===== src/rtl/rcsfr_pkg.sv =====
// Package for the RC serial frame receiver.
// Holds sizes, opcodes, register addresses and reset values, phase encoding and the result type; no dependencies.
package rcsfr_pkg;

   localparam int MAX_FRAME_LENGTH = 32;
   localparam int NUM_CHANNELS     = 14;
   localparam int MIN_FRAME_LENGTH = 4;
   localparam int FRAME_OVERHEAD   = 3;
   localparam int BUF_SIZE         = MAX_FRAME_LENGTH;

   localparam int IDX_W = $clog2(MAX_FRAME_LENGTH);
   localparam int CH_W  = (NUM_CHANNELS > 1) ? $clog2(NUM_CHANNELS) : 1;

   localparam logic [15:0] SUM_INIT = 16'hFFFF;

   localparam logic [1:0] OP_BYTE = 2'd0;
   localparam logic [1:0] OP_TICK = 2'd1;
   localparam logic [1:0] OP_READ = 2'd2;

   localparam int CSR_ADDR_W = 3;
   localparam logic REG_GAP_MS  = 1'b0;
   localparam logic REG_COMMAND = 1'b1;

   localparam logic [7:0] GAP_MS_RESET  = 8'd3;
   localparam logic [7:0] COMMAND_RESET = 8'd64;

   typedef enum logic [4:0] {
      PH_DISCARD  = 5'b00001,
      PH_LENGTH   = 5'b00010,
      PH_DATA     = 5'b00100,
      PH_SUM_LOW  = 5'b01000,
      PH_SUM_HIGH = 5'b10000
   } phase_type;

   typedef struct packed {
      logic [15:0] read_value;
      logic        frame_accepted;
      logic        checksum_failed;
   } result_type;

endpackage


===== src/rtl/rcsfr_req_if.sv =====
// Request channel interface of the RC serial frame receiver.
// Carries valid, ready and one input transaction; uses rcsfr_pkg.
interface rcsfr_req_if
   import rcsfr_pkg::*;
   ();
   logic       valid;
   logic       ready;
   logic [1:0] opcode;
   logic [7:0] data_byte;
   logic [7:0] channel_number;

   modport source (output valid, output opcode, output data_byte, output channel_number,
                   input ready);
   modport sink   (input valid, input opcode, input data_byte, input channel_number,
                   output ready);
endinterface


===== src/rtl/rcsfr_rsp_if.sv =====
// Response channel interface of the RC serial frame receiver.
// Carries valid, ready and one result transaction; uses rcsfr_pkg.
interface rcsfr_rsp_if
   import rcsfr_pkg::*;
   ();
   logic        valid;
   logic        ready;
   logic [15:0] read_value;
   logic        frame_accepted;
   logic        checksum_failed;

   modport source (output valid, output read_value, output frame_accepted,
                   output checksum_failed, input ready);
   modport sink   (input valid, input read_value, input frame_accepted,
                   input checksum_failed, output ready);
endinterface


===== src/rtl/rc_serial_frame_receiver.sv =====
// Top level of the RC serial frame receiver: parser, frame buffer, channel store.
// Depends on rcsfr_pkg, rcsfr_req_if and rcsfr_rsp_if.
//
// Usage:
//   req carries one transaction per handshake: a received serial byte, a
//   one millisecond tick, or a channel read. Every transaction returns
//   exactly one result on rsp: the channel value for a read, and the
//   frame_accepted / checksum_failed flags for the byte that ends a frame.
//   gap_ms and command_code are written through the csr APB port at byte
//   addresses 0 and 4, by the user only while no transaction is in flight;
//   the block does not enforce this. Each result is registered at acceptance.
//   Throughput: one transaction per cycle while req.ready is high; the
//   parser state, frame buffer and channel store all update at the accepting edge.
//   Stall: a two-entry result buffer lets one more transaction in while a
//   result waits; with both entries full, req.ready drops until rsp.ready.
//   Reset: parser goes to discard (a gap is needed before the first frame),
//   idle count, frame buffer and channels clear, registers take 3 and 64.
module rc_serial_frame_receiver
   import rcsfr_pkg::*;
(
   input  logic                  clock,
   input  logic                  reset,
   rcsfr_req_if.sink             req,
   rcsfr_rsp_if.source           rsp,
   input  logic                  csr_psel,
   input  logic                  csr_penable,
   input  logic                  csr_pwrite,
   input  logic [CSR_ADDR_W-1:0] csr_paddr,
   input  logic [31:0]           csr_pwdata,
   output logic [31:0]           csr_prdata,
   output logic                  csr_pready
);

   logic [7:0]        gap_ms_ff;
   logic [7:0]        command_ff;

   phase_type         phase_ff, phase_in;
   logic [7:0]        idle_count_ff, idle_count_in;
   logic [IDX_W-1:0]  data_index_ff, data_index_in;
   logic [IDX_W-1:0]  data_length_ff, data_length_in;
   logic [15:0]       running_sum_ff, running_sum_in;
   logic [7:0]        sum_low_ff, sum_low_in;
   logic [7:0]        frame_bytes_ff [BUF_SIZE];
   logic [15:0]       channel_ff [NUM_CHANNELS];
   logic [15:0]       commit_value [NUM_CHANNELS];

   logic              buf_we;
   logic              commit;
   logic              accept;
   logic              pop;
   logic              gap_hit;
   phase_type         byte_phase;
   logic [IDX_W:0]    next_index;
   result_type        result;

   result_type        head_ff, skid_ff;
   logic              head_valid_ff, skid_valid_ff;

   // configuration port
   assign csr_pready = 1'b1;

   always_ff @(posedge clock) begin
      if (reset) begin
         gap_ms_ff  <= GAP_MS_RESET;
         command_ff <= COMMAND_RESET;
      end else if (csr_psel && csr_penable && csr_pwrite) begin
         unique case (csr_paddr[2])
            REG_GAP_MS:  gap_ms_ff  <= csr_pwdata[7:0];
            REG_COMMAND: command_ff <= csr_pwdata[7:0];
            default: ;
         endcase
      end
   end

   always_comb begin
      unique case (csr_paddr[2])
         REG_GAP_MS:  csr_prdata = {24'd0, gap_ms_ff};
         REG_COMMAND: csr_prdata = {24'd0, command_ff};
         default:     csr_prdata = 32'd0;
      endcase
   end

   // handshake
   assign req.ready = !skid_valid_ff;
   assign accept    = req.valid && req.ready;
   assign pop       = head_valid_ff && rsp.ready;

   assign gap_hit    = idle_count_ff >= gap_ms_ff;
   assign byte_phase = gap_hit ? PH_LENGTH : phase_ff;
   assign next_index = {1'b0, data_index_ff} + (IDX_W+1)'(1);

   // channel values taken from the frame buffer on commit
   always_comb begin
      for (int ch = 0; ch < NUM_CHANNELS; ch++) begin
         commit_value[ch] = 16'd0;
         if (1 + 2 * ch < BUF_SIZE) begin
            commit_value[ch][7:0] = frame_bytes_ff[IDX_W'(1 + 2 * ch)];
         end
         if (2 + 2 * ch < BUF_SIZE) begin
            commit_value[ch][15:8] = frame_bytes_ff[IDX_W'(2 + 2 * ch)];
         end
      end
   end

   always_comb begin
      phase_in       = phase_ff;
      idle_count_in  = idle_count_ff;
      data_index_in  = data_index_ff;
      data_length_in = data_length_ff;
      running_sum_in = running_sum_ff;
      sum_low_in     = sum_low_ff;
      buf_we         = 1'b0;
      commit         = 1'b0;
      result         = '0;
      if (accept) begin
         unique case (req.opcode)
            OP_BYTE: begin
               idle_count_in = 8'd0;
               unique case (byte_phase)
                  PH_LENGTH: begin
                     if (req.data_byte <= 8'(MAX_FRAME_LENGTH) &&
                         req.data_byte >= 8'(MIN_FRAME_LENGTH)) begin
                        data_index_in  = '0;
                        data_length_in = IDX_W'(req.data_byte - 8'(FRAME_OVERHEAD));
                        running_sum_in = SUM_INIT - {8'd0, req.data_byte};
                        phase_in       = PH_DATA;
                     end else begin
                        phase_in = PH_DISCARD;
                     end
                  end
                  PH_DATA: begin
                     buf_we         = 1'b1;
                     data_index_in  = next_index[IDX_W-1:0];
                     running_sum_in = running_sum_ff - {8'd0, req.data_byte};
                     phase_in       = (next_index >= {1'b0, data_length_ff}) ?
                                      PH_SUM_LOW : PH_DATA;
                  end
                  PH_SUM_LOW: begin
                     sum_low_in = req.data_byte;
                     phase_in   = PH_SUM_HIGH;
                  end
                  PH_SUM_HIGH: begin
                     if (running_sum_ff == {req.data_byte, sum_low_ff}) begin
                        result.frame_accepted = 1'b1;
                        commit = (frame_bytes_ff[0] == command_ff);
                     end else begin
                        result.checksum_failed = 1'b1;
                     end
                     phase_in = PH_DISCARD;
                  end
                  default: phase_in = PH_DISCARD;
               endcase
            end
            OP_TICK: begin
               if (idle_count_ff != 8'hFF) begin
                  idle_count_in = idle_count_ff + 8'd1;
               end
            end
            OP_READ: begin
               if (req.channel_number < 8'(NUM_CHANNELS)) begin
                  result.read_value = channel_ff[req.channel_number[CH_W-1:0]];
               end
            end
            default: ;
         endcase
      end
   end

   // parser state
   always_ff @(posedge clock) begin
      if (reset) begin
         phase_ff       <= PH_DISCARD;
         idle_count_ff  <= 8'd0;
         data_index_ff  <= '0;
         data_length_ff <= '0;
         running_sum_ff <= 16'd0;
         sum_low_ff     <= 8'd0;
      end else begin
         phase_ff       <= phase_in;
         idle_count_ff  <= idle_count_in;
         data_index_ff  <= data_index_in;
         data_length_ff <= data_length_in;
         running_sum_ff <= running_sum_in;
         sum_low_ff     <= sum_low_in;
      end
   end

   // frame buffer and channel store
   always_ff @(posedge clock) begin
      if (reset) begin
         for (int i = 0; i < BUF_SIZE; i++) begin
            frame_bytes_ff[i] <= 8'd0;
         end
         for (int ch = 0; ch < NUM_CHANNELS; ch++) begin
            channel_ff[ch] <= 16'd0;
         end
      end else begin
         if (buf_we) begin
            frame_bytes_ff[data_index_ff] <= req.data_byte;
         end
         if (commit) begin
            for (int ch = 0; ch < NUM_CHANNELS; ch++) begin
               channel_ff[ch] <= commit_value[ch];
            end
         end
      end
   end

   // two-entry result buffer
   always_ff @(posedge clock) begin
      if (reset) begin
         head_valid_ff <= 1'b0;
         skid_valid_ff <= 1'b0;
      end else begin
         if (skid_valid_ff) begin
            if (pop) begin
               head_valid_ff <= 1'b1;
               skid_valid_ff <= 1'b0;
            end
         end else if (accept && head_valid_ff && !pop) begin
            skid_valid_ff <= 1'b1;
         end else if (accept) begin
            head_valid_ff <= 1'b1;
         end else if (pop) begin
            head_valid_ff <= 1'b0;
         end
      end
   end

   always_ff @(posedge clock) begin
      if (skid_valid_ff) begin
         if (pop) begin
            head_ff <= skid_ff;
         end
      end else if (accept && head_valid_ff && !pop) begin
         skid_ff <= result;
      end else if (accept) begin
         head_ff <= result;
      end
   end

   assign rsp.valid           = head_valid_ff;
   assign rsp.read_value      = head_ff.read_value;
   assign rsp.frame_accepted  = head_ff.frame_accepted;
   assign rsp.checksum_failed = head_ff.checksum_failed;

   a_skid_needs_head: assert property (@(posedge clock) disable iff (reset)
      skid_valid_ff |-> head_valid_ff)
      else $error("skid entry held without a head entry");

   a_data_index_bound: assert property (@(posedge clock) disable iff (reset)
      (phase_ff == PH_DATA) |-> (data_index_ff < data_length_ff))
      else $error("data index reached frame length in data phase");

   a_byte_clears_idle: assert property (@(posedge clock) disable iff (reset)
      (accept && req.opcode == OP_BYTE) |=> (idle_count_ff == 8'd0))
      else $error("idle count not cleared by received byte");

   a_no_accept_when_full: assert property (@(posedge clock) disable iff (reset)
      (skid_valid_ff && !rsp.ready) |=> (head_ff == $past(head_ff)))
      else $error("held result changed while stalled");

endmodule

===== src/flat_wrapper.sv =====
// flat-port wrapper written by rule: the top's interface ports become plain ports
module rc_serial_frame_receiver_flat import rcsfr_pkg::*;
  (clock, reset, csr_psel, csr_penable, csr_pwrite, csr_paddr, csr_pwdata, csr_prdata, csr_pready, req_valid, req_opcode, req_data_byte, req_channel_number, req_ready, rsp_valid, rsp_read_value, rsp_frame_accepted, rsp_checksum_failed, rsp_ready);
  rcsfr_req_if req_i ();
  rcsfr_rsp_if rsp_i ();
  input  logic clock;
  input  logic reset;
  input  logic csr_psel;
  input  logic csr_penable;
  input  logic csr_pwrite;
  input  logic [CSR_ADDR_W-1:0] csr_paddr;
  input  logic [31:0] csr_pwdata;
  output logic [31:0] csr_prdata;
  output logic csr_pready;
  input wire logic [$bits(req_i.valid)-1:0] req_valid;
  input wire logic [$bits(req_i.opcode)-1:0] req_opcode;
  input wire logic [$bits(req_i.data_byte)-1:0] req_data_byte;
  input wire logic [$bits(req_i.channel_number)-1:0] req_channel_number;
  output wire logic [$bits(req_i.ready)-1:0] req_ready;
  output wire logic [$bits(rsp_i.valid)-1:0] rsp_valid;
  output wire logic [$bits(rsp_i.read_value)-1:0] rsp_read_value;
  output wire logic [$bits(rsp_i.frame_accepted)-1:0] rsp_frame_accepted;
  output wire logic [$bits(rsp_i.checksum_failed)-1:0] rsp_checksum_failed;
  input wire logic [$bits(rsp_i.ready)-1:0] rsp_ready;
  assign req_i.valid = req_valid;
  assign req_i.opcode = req_opcode;
  assign req_i.data_byte = req_data_byte;
  assign req_i.channel_number = req_channel_number;
  assign req_ready = req_i.ready;
  assign rsp_valid = rsp_i.valid;
  assign rsp_read_value = rsp_i.read_value;
  assign rsp_frame_accepted = rsp_i.frame_accepted;
  assign rsp_checksum_failed = rsp_i.checksum_failed;
  assign rsp_i.ready = rsp_ready;
  rc_serial_frame_receiver u_core (.clock(clock), .reset(reset), .req(req_i), .rsp(rsp_i), .csr_psel(csr_psel), .csr_penable(csr_penable), .csr_pwrite(csr_pwrite), .csr_paddr(csr_paddr), .csr_pwdata(csr_pwdata), .csr_prdata(csr_prdata), .csr_pready(csr_pready));
endmodule

===== config.mk =====
export PLATFORM = sky130hd
export DESIGN_NAME = rc_serial_frame_receiver_flat
export DESIGN_NICKNAME = d
export VERILOG_FILES = /design/src/rtl/rcsfr_pkg.sv /design/src/rtl/rcsfr_req_if.sv /design/src/rtl/rcsfr_rsp_if.sv /design/src/rtl/rc_serial_frame_receiver.sv /design/src/flat_wrapper.sv
export SDC_FILE = /design/constraint.sdc
export NUM_CORES = 1
export LEC_CHECK = 0
export BUFFER_PORTS_ARGS = -buffer_cell sky130_fd_sc_hd__buf_2
export CORE_MARGIN = 10
export CORE_UTILIZATION = 45
export DETAILED_ROUTE_END_ITERATION = 12
export HOLD_SLACK_MARGIN = 0.15
export SKIP_CTS_REPAIR_TIMING = 1
export SLEW_MARGIN = 5
export SYNTH_ARGS = -nofsm -noshare
export SYNTH_HDL_FRONTEND = slang
export SYNTH_SLANG_ARGS = --single-unit

===== constraint.sdc =====
create_clock -name clock -period 12.15 [get_ports clock]
set_input_delay 2.43 -clock clock [delete_from_list [all_inputs] [get_ports clock]]
set_output_delay 2.43 -clock clock [all_outputs]
set_load 0.02 [all_outputs]

# Yosys cells after proc, flatten, opt, wreduce, memory -nomap -nowiden
# Memory sizes are Yosys's and may differ from the RTL's.
# Cells that the tools add are included.
classes:
  eq_ne: 13
  addsub: 5
  n_lt_le_gt_ge: 5
  n_reduce_logical: 25
  mux: 62
  n_bitwise: 16
op_table:
  columns: ["cell", "count"]
  rows:
  - ["16-bit 2-to-1 mux", 17]
  - ["18-bit 2-to-1 mux", 5]
  - ["32-bit case mux with 2 select lines", 1]
  - ["16-bit case mux with 2 select lines", 1]
  - ["1-bit 2-to-1 mux", 26]
  - ["16-bit equality test", 1]
  - ["8-bit 2-to-1 mux", 2]
  - ["8-bit case mux with 2 select lines", 1]
  - ["16-bit by 8-bit subtractor with 16-bit output", 1]
  - ["5-bit 2-to-1 mux", 3]
  - ["5-bit case mux with 3 select lines", 1]
  - ["1-bit bitwise OR", 14]
  - ["3-bit AND reduction", 4]
  - ["5-bit case mux with 2 select lines", 1]
  - ["1-bit by 9-bit subtractor with 10-bit output, first input constant", 1]
  - ["8-bit by 1-bit adder with 8-bit output, second input constant", 1]
  - ["8-bit equality test", 1]
  - ["8-bit by 3-bit >= comparator with 1-bit output, second input constant", 1]
  - ["8-bit >= comparator", 1]
  - ["8-bit by 6-bit less-or-equal comparator with 1-bit output, second input constant", 1]
  - ["8-bit by 4-bit less-than comparator with 1-bit output, second input constant", 1]
  - ["2-bit by 1-bit != test with 1-bit output, second input constant", 4]
  - ["8-bit != test, second input constant", 1]
  - ["2-bit AND reduction", 4]
  - ["19 further kinds", 32]
totals:
  mem_count: 2
  wordCells: 144
  in_bits: 60
  output_inout_bits: 53
  ram_bits: 480
  ff_bits: 101
memory_table:
  columns: ["memory", "words", "width", "read_ports", "rd_clocked_by_memory_dff", "wr", "line", "rtl"]
  rows:
  - ["u_core.frame_bytes_ff", 32, 8, 29, 0, 32, "rc_serial_frame_receiver.sv:43", "logic [7:0] frame_bytes_ff [BUF_SIZE];"]
  - ["u_core.channel_ff", 14, 16, 1, 0, 14, "rc_serial_frame_receiver.sv:44", "logic [15:0] channel_ff [NUM_CHANNELS];"]

# Longest topological paths before layout
logic_depth:
  ltp_word: 11
  ltp_mapped: 10
  ltp_nobuf: 9

# Least setup slack after synthesis
# OpenSTA, ideal clock, no wires.
synth_timing:
  path_kind: "input port to flip-flop"
  startpoint: "in req_opcode[0]"
  endpoint: "mem u_core.channel_ff[0][0] (enable)"
  required_ns: 11.557
  setup_ns: 0.593
  path_buffers: 3
  cell_stages: 8
  path_slack_ns: 2.595
  arrival_ns: 8.962
  cell_sequence: "or4b_1 > clkbuf_1 > a2111o_1 > a31oi_2 > nand4_2 > buf_2 > buf_6 > nand2_1"
synth_rtl:
  columns: ["element", "line", "rtl"]
  rows:
  - ["start: declaration", "flat_wrapper.sv:16", "input wire logic [$bits(req_i.opcode)-1:0] req_opcode;"]
  - ["end: declaration", "rc_serial_frame_receiver.sv:44", null]

==> results.ini <==
[floorplanning]
core_area_um2 = 53800
ios = 113
floorplan.initialDensity_pct = 45.4
die_y_um = 253
num_rows = 85
die_w_um = 253
fp.dieArea_um2 = 64000

[cts]
cts_tree = done
h-tree-depth = 2
clockBufferDepth = 3
root_buffer = clkbuf_16
clock-sinks = 556
numCtsBuffers = 57
clkLatencyLatePin_ps = 630
clk_pin_slew_ps = 60

[sta]
skew_ps = 29.2
slew_headroom_pct = 18.3
slew_violations = 0
post-route-period-util_pct = 52.7
finalSetupTns_ps = 0
setup_viol_count_final = 0
clock.fmax_ghz = 0.156
worst_hold_slack_ps = 481
worst_slew_pin_slew_ps = 1210
period_needed_ps = 6400
rsz0062_at_grt = false
hold_violations = 0

[worst_hold_path]
min_path_type = reg2reg

[route]
num_vias = 14600
drt_wl_total_um = 56300
via_per_inst = 5.67
drt_first_pass_iters = 6
initialDrtViolationCount = 981
routedWlPerCell_um = 21.9
drc = 0
final_antenna_net_count = 0

[global_route]
antenna_found_initial = 0
grt_use_total_pct = 17.7
grt_pass1_vias = 14900
grt_max_degree = 90
grt_pass1_wl_um = 87600
overflow = 0

[setup_path]
worstPathArrival_ps = 6640
worstPathCellList = buf_2, or4b_1, a2111o_1, a31oi_2, nand4_4, nand2_4, buf_4
cp_data_required_time_ps = 12390
worstSetupEndpointType = flop
r2r_slack_ps = 6920
crit_path_start_kind = input port
max_stage_delay_ps = 1040
worstPathMaxFanout = 87
cpMaxStageDelayCell = nand2_4
path_class = in2reg

[synth]
async_reset_ff_share_pct = 0
synthCells = 1814
ys_ff_latch = 556
ys_seq_area_share_pct = 65.7
syn_avg_cell_area_um2 = 13.5
ys.flop_type = edfxtp_1
syn_area_um2 = 24400
synth_cell_types = 63
yosys_warnings = 0
synth_edf_count = 492

[pwr]
power_density_nw_per_um2 = 149
p_leak_nw = 9.09
peakVddDrop_mv = 0.110

[status]
run_status = complete, no violations

[layout]
stdcell_count = 2575
nNetsFinal = 1920
finish.instance_area_um2 = 27100
area_delta_synth_final_pct = 10.8
diodes = 0
drive_gt1_share_pct = 15.0
fin_util_pct = 50.3
nFillCells = 4605

[place]
gp_congestion = 0.868
hpwl_um = 32600
dp_cells = 2468
dpl_cell_area_um2 = 25300
portBuffers = 61

[job]
cap_violations = 0

## critical path, delay by kind of cell
| kind | cells | cell delay [ps] |
|---|---|---|
| buf+inv | 2 | 1010 |
| simple gates | 3 | 2250 |
| compound gates | 2 | 790 |
## kinds of logic after synthesis
group,count (synthesis),synth area share (%)
AOI/OAI and AO/OA,210,5.60
buffers and inverters,212,3.88
other,2,0.0307
xor gates and xnor gates,41,1.47
adders and majority gates,29,1.52
DFF,556,65.7
and+or+nand+nor,680,15.9
muxes,84,5.90
## registers in the layout, summed over array words and instances (netlist names), 5 cells and up
signal,count
u_core.frame_bytes_ff,232
u_core.channel_ff,224
u_core.skid_ff,18
u_core.rsp.read_value,16
u_core.running_sum_ff,16
u_core.command_ff,8
u_core.gap_ms_ff,8
u_core.idle_count_ff,8
u_core.sum_low_ff,8
u_core.data_index_ff,5
u_core.data_length_ff,5
## report_power, final
part / switching [W] / internal [W]
Combinational: 0.000154 / 0.0000703
Clock: 0.000724 / 0.000920
Sequential: 0.0000199 / 0.00215
Total: 0.000898 / 0.00314
## path summary, 6_finish.rpt
path | from | to | cells after the start
min reg2reg | u_core.phase_ff[4]$_SDFFE_PP0P_ | u_core.phase_ff[4]$_SDFFE_PP0P_ | 2
min | u_core.phase_ff[4]$_SDFFE_PP0P_ | u_core.phase_ff[4]$_SDFFE_PP0P_ | 2
max | req_opcode[0] | u_core.channel_ff[9][15]$_SDFFCE_PN0P_ | 7
max reg2reg | u_core.skid_valid_ff$_SDFF_PP0_ | u_core.channel_ff[9][15]$_SDFFCE_PN0P_ | 6
## final cells by class
cell class | instances | area [um^2] | share of cell area (%)
repair buffers | 112 | 697 | 2.57
well taps | 696 | 871 | 3.22
inverters | 35 | 131 | 0.485
flip-flops and latches | 556 | 16100 | 59.3
clock inverters | 32 | 224 | 0.827
multi-input cells | 1069 | 7580 | 28.0
clock buffers | 75 | 1520 | 5.60
## metrics by stage
stage                     total power, W  setup slack, ps
after floorplan                  0.00237             2590
after global placement           0.00243             5160
after detailed placement         0.00244             5080
after CTS                        0.00409             5770
after global routing             0.00418             5470
final                            0.00404             5750
## per-layer routing
metal | global-route usage (%) | share of wire, % | up-vias
li1 | - | - | 6774
met1 | 22.3 | 42 | 7370
met2 | 30.2 | 50 | 357
met3 | 3.19 | 5.5 | 91
met4 | 5.94 | 2.5 | 0
met5 | 0 | 0 | -
## synth_stat cells, drive strengths merged (39+ instances only)
| cell type | instances | area share, % |
|---|---|---|
| nor3 | 246 | 5.0 |
| nor2b | 87 | 2.2 |
| and2 | 74 | 1.9 |
| nor2 | 51 | 0.78 |
| edfxtp | 492 | 60 |
| mux4 | 48 | 4.4 |
| nor3b | 87 | 3.3 |
| nand2 | 69 | 1.1 |
| buf | 49 | 1.4 |
| clkbuf | 128 | 2.0 |
| o21ai | 67 | 1.4 |
| dfxtp | 64 | 5.2 |
| a211oi | 39 | 1.2 |
## cells in the final DEF, fill, tap and decap left out, types with 3 or more instances in the layout
cell type / Yosys / routed
ha_1: 28 / 28
nand4_1: 11 / 11
o21ai_1: 0 / 9
nand3_2: 0 / 4
nor2b_1: 87 / 87
a31oi_1: 4 / 4
a21oi_1: 32 / 32
buf_2: 8 / 59
a21o_1: 24 / 24
clkbuf_1: 128 / 17
xor2_1: 5 / 5
clkinv_2: 0 / 14
o21a_1: 5 / 5
mux4_2: 48 / 48
nand2b_1: 5 / 5
nor2_1: 51 / 49
nor4_1: 5 / 5
mux2i_1: 35 / 35
o21ai_0: 67 / 58
nor3b_2: 29 / 29
nand2_1: 69 / 68
inv_1: 35 / 35
and3_1: 7 / 7
o211ai_1: 7 / 7
conb_1: 2 / 25
clkbuf_16: 0 / 58
xnor2_1: 36 / 36
or3_1: 5 / 5
buf_4: 32 / 52
nor3b_1: 58 / 58
dfxtp_1: 64 / 64
a211oi_1: 39 / 39
o31ai_1: 6 / 6
and2_1: 74 / 74
edfxtp_1: 492 / 492
nand3_1: 25 / 21
clkinv_1: 0 / 13
nor3_1: 246 / 246
a211o_1: 3 / 3
No activity file was read; power rests on OpenSTA's default activity.
